**config.mk**
```make
export PLATFORM = sky130hd
export DESIGN_NAME = message_ring_deque
export DESIGN_NICKNAME = d
export VERILOG_FILES = /design/src/rtl/mrd_pkg.sv /design/src/rtl/mrd_ram.sv /design/src/rtl/message_ring_deque.sv
export SDC_FILE = /design/constraint.sdc
export NUM_CORES = 2
export LEC_CHECK = 0
export BUFFER_PORTS_ARGS = -buffer_cell sky130_fd_sc_hd__buf_2
export CORE_MARGIN = 2
export CORE_UTILIZATION = 30
export CTS_CLUSTER_DIAMETER = 60
export DETAILED_ROUTE_END_ITERATION = 10
export GPL_TIMING_DRIVEN = 0
export PLACE_DENSITY = 0.48
export SYNTH_ARGS = -nofsm -noshare
export SYNTH_HDL_FRONTEND = slang
export SYNTH_SLANG_ARGS = --single-unit
```
**constraint.sdc**
```tcl
create_clock -name clock -period 22.8 [get_ports clock]
set_input_delay 2.28 -clock clock [delete_from_list [all_inputs] [get_ports clock]]
set_output_delay 2.28 -clock clock [all_outputs]
set_load 0.005 [all_outputs]
```
**src/rtl/mrd_pkg.sv**
```systemverilog
`timescale 1ns / 1ps
`default_nettype none

package mrd_pkg;

   // Fixed field widths of the request and response
   localparam int WORD_W   = 32;
   localparam int MSG_WORDS = 4;
   localparam int MSG_W    = WORD_W * MSG_WORDS;
   localparam int FIELD_W  = 5;
   localparam int STATUS_W = 2;

   typedef enum logic [1:0] {
      REQ_SEND    = 2'd0,
      REQ_URGENT  = 2'd1,
      REQ_RECEIVE = 2'd2,
      REQ_PEEK    = 2'd3
   } req_kind_type;

   typedef enum logic [STATUS_W-1:0] {
      STATUS_DONE  = 2'd0,
      STATUS_FULL  = 2'd1,
      STATUS_EMPTY = 2'd2
   } status_type;

endpackage

`default_nettype wire

```
**src/rtl/mrd_ram.sv**
```systemverilog
`timescale 1ns / 1ps
`default_nettype none

module mrd_ram #(
   parameter int WIDTH = 128,
   parameter int DEPTH = 16
) (
   input  wire logic                     clock,
   input  wire logic                     wr_en,
   input  wire logic [$clog2(DEPTH)-1:0] wr_addr,
   input  wire logic [WIDTH-1:0]         wr_data,
   input  wire logic                     rd_en,
   input  wire logic [$clog2(DEPTH)-1:0] rd_addr,
   output logic      [WIDTH-1:0]         rd_data
);

   logic [WIDTH-1:0] mem_ff [DEPTH];
   logic [WIDTH-1:0] rd_data_ff;

   // Write one entry
   always_ff @(posedge clock) begin
      if (wr_en) begin
         mem_ff[wr_addr] <= wr_data;
      end
   end

   // Register the read data
   always_ff @(posedge clock) begin
      if (rd_en) begin
         rd_data_ff <= mem_ff[rd_addr];
      end
   end

   assign rd_data = rd_data_ff;

endmodule

`default_nettype wire

```
**src/rtl/message_ring_deque.sv**
```systemverilog
`timescale 1ns / 1ps
`default_nettype none

// The response strobes in the cycle after the request is taken.
// Throughput: one request per cycle; busy never rises, the slot memory
// takes one write or one read per request on its single ports.
// Reset clears pointers, occupancy, peak and all counters and sets depth to 16
// (or MAX_SLOTS if smaller); slot contents are not cleared.
// The receiver cannot stall: each response is valid for exactly one cycle.
module message_ring_deque #(
   parameter int MAX_SLOTS = 16
) (
   input  wire logic                           clock,
   input  wire logic                           reset,
   // request
   input  wire logic                           start,
   output logic                                busy,
   input  wire logic [1:0]                     req_type,
   input  wire logic [mrd_pkg::WORD_W-1:0]     req_msg_word0,
   input  wire logic [mrd_pkg::WORD_W-1:0]     req_msg_word1,
   input  wire logic [mrd_pkg::WORD_W-1:0]     req_msg_word2,
   input  wire logic [mrd_pkg::WORD_W-1:0]     req_msg_word3,
   // configuration
   input  wire logic                           csr_valid,
   output logic                                csr_ready,
   input  wire logic [mrd_pkg::FIELD_W-1:0]    csr_queue_depth,
   // response
   output logic                                rsp_valid,
   output logic [mrd_pkg::STATUS_W-1:0]        rsp_status,
   output logic [mrd_pkg::WORD_W-1:0]          rsp_data_word0,
   output logic [mrd_pkg::WORD_W-1:0]          rsp_data_word1,
   output logic [mrd_pkg::WORD_W-1:0]          rsp_data_word2,
   output logic [mrd_pkg::WORD_W-1:0]          rsp_data_word3,
   output logic [mrd_pkg::FIELD_W-1:0]         rsp_msg_count,
   output logic [mrd_pkg::FIELD_W-1:0]         rsp_free_slots,
   output logic [mrd_pkg::FIELD_W-1:0]         rsp_high_water,
   output logic [mrd_pkg::WORD_W-1:0]          rsp_sent_total,
   output logic [mrd_pkg::WORD_W-1:0]          rsp_received_total,
   output logic [mrd_pkg::WORD_W-1:0]          rsp_overflow_total
);

   import mrd_pkg::*;

   localparam int IDX_W     = $clog2(MAX_SLOTS);
   localparam int CNT_W     = $clog2(MAX_SLOTS + 1);
   localparam int DEPTH_RST = (16 > MAX_SLOTS) ? MAX_SLOTS : 16;

   logic [IDX_W-1:0]  head_ff, head_in, tail_ff, tail_in;
   logic [CNT_W-1:0]  count_ff, count_in, peak_ff, peak_in, depth_ff, depth_in;
   logic [WORD_W-1:0] sent_ff, sent_in, recv_ff, recv_in, ovf_ff, ovf_in;
   logic              rsp_valid_ff;
   status_type        status_ff, status_in;
   logic              read_ok_ff, read_ok_in;

   logic              accept;
   logic              csr_write;
   req_kind_type      kind;
   logic [CNT_W-1:0]  depth_clamp;
   logic [CNT_W-1:0]  head_plus, tail_plus;
   logic [IDX_W-1:0]  head_next, tail_next, head_back;
   logic              full, empty;
   logic              wr_en;
   logic [IDX_W-1:0]  wr_addr;
   logic [MSG_W-1:0]  wr_data, rd_data;

   // Hold off a depth write while a request is being taken
   assign busy      = 1'b0;
   assign csr_ready = ~start;
   assign accept    = start & ~busy;
   assign csr_write = csr_valid & csr_ready;
   assign kind      = req_kind_type'(req_type);

   assign full  = (count_ff >= depth_ff);
   assign empty = (count_ff == '0);

   // Wrap pointers at the configured depth
   assign head_plus = CNT_W'(head_ff) + CNT_W'(1);
   assign tail_plus = CNT_W'(tail_ff) + CNT_W'(1);
   assign head_next = (head_plus >= depth_ff) ? '0 : IDX_W'(head_plus);
   assign tail_next = (tail_plus >= depth_ff) ? '0 : IDX_W'(tail_plus);
   assign head_back = (head_ff == '0) ? IDX_W'(depth_ff - CNT_W'(1))
                                      : head_ff - IDX_W'(1);

   // Clamp the written depth into 1 .. MAX_SLOTS
   always_comb begin
      if (csr_queue_depth == '0) begin
         depth_clamp = CNT_W'(1);
      end else if (int'(csr_queue_depth) > MAX_SLOTS) begin
         depth_clamp = CNT_W'(MAX_SLOTS);
      end else begin
         depth_clamp = CNT_W'(csr_queue_depth);
      end
   end

   // Decide the request and the next state
   always_comb begin
      head_in    = head_ff;
      tail_in    = tail_ff;
      count_in   = count_ff;
      peak_in    = peak_ff;
      depth_in   = depth_ff;
      sent_in    = sent_ff;
      recv_in    = recv_ff;
      ovf_in     = ovf_ff;
      status_in  = STATUS_DONE;
      read_ok_in = 1'b0;
      wr_en      = 1'b0;
      wr_addr    = tail_ff;

      if (accept) begin
         unique case (kind)
            REQ_SEND, REQ_URGENT: begin
               if (full) begin
                  status_in = STATUS_FULL;
                  ovf_in    = ovf_ff + WORD_W'(1);
               end else begin
                  wr_en = 1'b1;
                  if (kind == REQ_URGENT) begin
                     head_in = head_back;
                     wr_addr = head_back;
                  end else begin
                     tail_in = tail_next;
                     wr_addr = tail_ff;
                  end
                  count_in = count_ff + CNT_W'(1);
                  if (count_in > peak_ff) begin
                     peak_in = count_in;
                  end
                  sent_in = sent_ff + WORD_W'(1);
               end
            end
            REQ_RECEIVE, REQ_PEEK: begin
               if (empty) begin
                  status_in = STATUS_EMPTY;
               end else begin
                  read_ok_in = 1'b1;
                  if (kind == REQ_RECEIVE) begin
                     head_in  = head_next;
                     count_in = count_ff - CNT_W'(1);
                     recv_in  = recv_ff + WORD_W'(1);
                  end
               end
            end
            default: begin
               status_in = STATUS_DONE;
            end
         endcase
      end else if (csr_write && empty) begin
         depth_in = depth_clamp;
         head_in  = '0;
         tail_in  = '0;
      end
   end

   assign wr_data = {req_msg_word3, req_msg_word2, req_msg_word1, req_msg_word0};

   mrd_ram #(
      .WIDTH (MSG_W),
      .DEPTH (MAX_SLOTS)
   ) u_slots (
      .clock   (clock),
      .wr_en   (wr_en),
      .wr_addr (wr_addr),
      .wr_data (wr_data),
      .rd_en   (read_ok_in),
      .rd_addr (head_ff),
      .rd_data (rd_data)
   );

   // Hold state and the registered response
   always_ff @(posedge clock) begin
      if (reset) begin
         head_ff      <= '0;
         tail_ff      <= '0;
         count_ff     <= '0;
         peak_ff      <= '0;
         depth_ff     <= CNT_W'(DEPTH_RST);
         sent_ff      <= '0;
         recv_ff      <= '0;
         ovf_ff       <= '0;
         rsp_valid_ff <= 1'b0;
         status_ff    <= STATUS_DONE;
         read_ok_ff   <= 1'b0;
      end else begin
         head_ff      <= head_in;
         tail_ff      <= tail_in;
         count_ff     <= count_in;
         peak_ff      <= peak_in;
         depth_ff     <= depth_in;
         sent_ff      <= sent_in;
         recv_ff      <= recv_in;
         ovf_ff       <= ovf_in;
         rsp_valid_ff <= accept;
         status_ff    <= status_in;
         read_ok_ff   <= read_ok_in;
      end
   end

   // Drive the response; data is zero unless a read succeeded
   assign rsp_valid          = rsp_valid_ff;
   assign rsp_status         = status_ff;
   assign rsp_data_word0     = read_ok_ff ? rd_data[0*WORD_W +: WORD_W] : '0;
   assign rsp_data_word1     = read_ok_ff ? rd_data[1*WORD_W +: WORD_W] : '0;
   assign rsp_data_word2     = read_ok_ff ? rd_data[2*WORD_W +: WORD_W] : '0;
   assign rsp_data_word3     = read_ok_ff ? rd_data[3*WORD_W +: WORD_W] : '0;
   assign rsp_msg_count      = FIELD_W'(count_ff);
   assign rsp_free_slots     = FIELD_W'(depth_ff - count_ff);
   assign rsp_high_water     = FIELD_W'(peak_ff);
   assign rsp_sent_total     = sent_ff;
   assign rsp_received_total = recv_ff;
   assign rsp_overflow_total = ovf_ff;

endmodule

`default_nettype wire
```
==> impl_metrics.env <==
export IMPL_status="completed"
export IMPL_crit_fanout=18
export IMPL_max_cap_violations=0
export IMPL_die_x_um=546.2
export IMPL_startpoint_type="flop"
export IMPL_setup_tns_final_ns=0
export IMPL_antenna_found_initial=87
export IMPL_syn_inst=3963
export IMPL_cts_root_buf="clkbuf_16"
export IMPL_peakVddDrop_mv=0.07075
export IMPL_synthArstFlopShare_pct=0
export IMPL_drc=0
export IMPL_nets=4892
export IMPL_worst_slack_ns=16.29
export IMPL_maxSlewViolCount=0
export IMPL_pre_cts_ws_ns=16.25
export IMPL_synth_top_flop_cell="edfxtp_1"
export IMPL_finalNonFillerCells=8849
export IMPL_dieHeight_um=546.2
export IMPL_vias=43591
export IMPL_wl_um=255300
export IMPL_setup_viol=0
export IMPL_num_fill_cells=27255
export IMPL_max_freq_mhz=153.6
export IMPL_dr_pass1_iters=5
export IMPL_ys_warn_count=0
export IMPL_ys_types=71
export IMPL_row_count=199
export IMPL_fin_worst_skew_ns=0.1030
export IMPL_drtAntennaViolNets=0
export IMPL_gr_usage_all_layers_pct=16.82
export IMPL_hold_viol=0
export IMPL_slew_headroom_pct=9.272
export IMPL_drt_wirelength_per_cell_um=28.85
export IMPL_overflow=0
export IMPL_synth_largest_area_cell="edfxtp_1"
export IMPL_synth_edf_count=2176
export IMPL_finalHoldWorstSlack_ns=0.4907
export IMPL_post_place_cells=8396
export IMPL_cts_tree="done"
export IMPL_p_leak_uw=0.03283
export IMPL_p_per_area_mw_per_mm2=101.2
export IMPL_layout_common_cells="edfxtp_1, mux4_2, buf_2"
export IMPL_drive_above_1_share_pct=32.78
export IMPL_layout_commonest_cell="edfxtp_1"
export IMPL_synth_nets=4132
export IMPL_ys_ff_latch=2299
export IMPL_cp_data_arrival_time_ns=7.12
export IMPL_area_growth_pct=19.50
export IMPL_gp_congestion=0.7735
export IMPL_dpl_hpwl_um=165900
export IMPL_grt_pass1_vias=44371
export IMPL_coreArea_sq_mm=0.2933
export IMPL_fin_crit_sh_pct=28.55
export IMPL_syn_area_per_cell_sq_um=22.25
export IMPL_rsz0062_at_grt="no"
export IMPL_synth_area_leaders="edfxtp_1, mux4_2, dfxtp_1"
export IMPL_path_clk_slew_ns=0.06
export IMPL_portBuffers=380
export IMPL_yosysSeqAreaShare_pct=76.88
export IMPL_grt_max_degree=24
export IMPL_cts_sinks=2299
export IMPL_post_cts_resized=0
export IMPL_cts_buffer_depth=4
export IMPL_cts_hold_buf=0
export IMPL_grt_first_pass_wirelength_um=354500
export IMPL_tightest_slew_ns=1.361
export IMPL_synth_area_sq_mm=0.08819
export IMPL_post_synth_top_area_fraction_pct=74.09
export IMPL_critical_path_class="flop to flop"
export IMPL_hp_class="flop to flop"
export IMPL_clk_insertion_delay_late_ns=0.91
export IMPL_fin_crit_ns=6.509
export IMPL_htreeDepth=4
export IMPL_dieArea_sq_mm=0.2983
export IMPL_cp_end_kind="flop"
export IMPL_first_iter_violations=4564
export IMPL_required_ns=23.41
export IMPL_cts_made_buffers=244
export IMPL_via_per_inst=4.926
export IMPL_io_pins=383
export IMPL_cts_setup_buffers=0
export IMPL_initial_core_util_pct=30.07
export IMPL_total_power_uw=10660
## synth_stat cells, types with 5 or more instances
library cell and n:
o2111ai_1 11, nor3_1 44, buf_1 8, or4_1 8
nand2_1 51, clkbuf_1 119, nand3_1 41, buf_2 74
o31ai_1 6, o21ai_0 35, xor2_1 29, inv_1 47
or3_1 26, mux2i_1 5, o211ai_1 7, ha_1 29
nor3_2 8, nor4_1 6, edfxtp_1 2176, and4_1 6
a21oi_1 53, dfxtp_1 123, nor2b_1 7, xnor2_1 51
a211oi_1 6, and3_1 15, nand4_1 18, nor2_1 107
and2_1 131, mux4_2 640, nor3b_1 5, a31oi_1 7
## report_power, final
group / total (uW) / switching, uW / internal (uW) / leakage [uW]
logic: 2030 / 1130 / 902 / 0.00862
registers: 4920 / 55.9 / 4860 / 0.0206
clock network: 3710 / 1630 / 2080 / 0.00360
## path summary, 6_finish.rpt
| path | from | endpoint | slack, ns | cells past startpoint |
|---|---|---|---|---|
| max reg2reg | head_ff[1] | u_slots.mem_ff[13][62] | 16.29 | 17 |
| min reg2reg | rsp_sent_total[1] | rsp_sent_total[1] | 0.49 | 2 |
| max | head_ff[1] | u_slots.mem_ff[13][62] | 16.29 | 17 |
| min | rsp_sent_total[1] | rsp_sent_total[1] | 0.49 | 2 |
## cells by family after synthesis
logic type	count (synthesis)	share of synthesized area, %
flip-flops	2299	76.88
multiplexers	645	16.40
AND/OR/NAND/NOR	493	3.079
buffers and inverters	256	1.239
AO/OA/AOI/OAI	159	1.165
XOR/XNOR	80	0.7945
adder cells (fa/ha/maj)	30	0.4341
other	1	0.004252
## metal layers
metal	part of all wire (%)	vias up	global-route usage (%)	routed length, um
met5	0.17	-	0	446
met4	2.3	66	4.032	6000
met3	7.1	403	4.024	18100
met2	47	1364	26.91	121100
met1	43	23588	23.11	109700
li1	-	18170	-	-
## state kept, by name (all words and copies together), names as in the netlist
name	cells
tail_ff	4
rsp_status	2
rsp_overflow_total	32
head_ff	4
rsp_sent_total	32
read_ok_ff	1
rsp_msg_count	5
rsp_valid	1
u_slots.mem_ff	2048
depth_ff	5
u_slots.rd_data	128
rsp_high_water	5
rsp_received_total	32
## stage by stage
step	utilization, %	area (sq um)
CTS	35.91	105300
global route	35.92	105300
detailed placement	33.41	98000
finish	35.93	105400
global placement	32.39	95000
floorplan	-	88190
## worst max-delay path, stage by stage, from the launching register on
cell and delay [ns]:
dfxtp_1 0.33, buf_2 0.17, buf_2 0.45, clkbuf_1 1.04, buf_2 0.57, inv_1 0.18, ha_1 0.22, clkbuf_1 0.19
or3b_2 0.23, a21oi_1 0.06, a2111oi_0 0.62, a21oi_1 0.20, a31oi_1 0.86, nor2_4 0.23, buf_12 0.25, buf_16 0.19
buf_12 0.17, buf_12 0.18
## layout make-up
class | instances | area [sq um] | share of cell area, %
Clock inverter | 136 | 965.9 | 0.9166
Sequential cell | 2299 | 67810 | 64.34
Clock buffer | 298 | 6372 | 6.047
Buffer | 209 | 929.6 | 0.8821
Tap cell | 3919 | 4903 | 4.653
Antenna cell | 19 | 47.55 | 0.04512
Timing Repair Buffer | 514 | 4765 | 4.521
Multi-Input combinational cell | 1408 | 19420 | 18.43
Inverter | 47 | 176.4 | 0.1674
(Power assumes the default switching activity.)
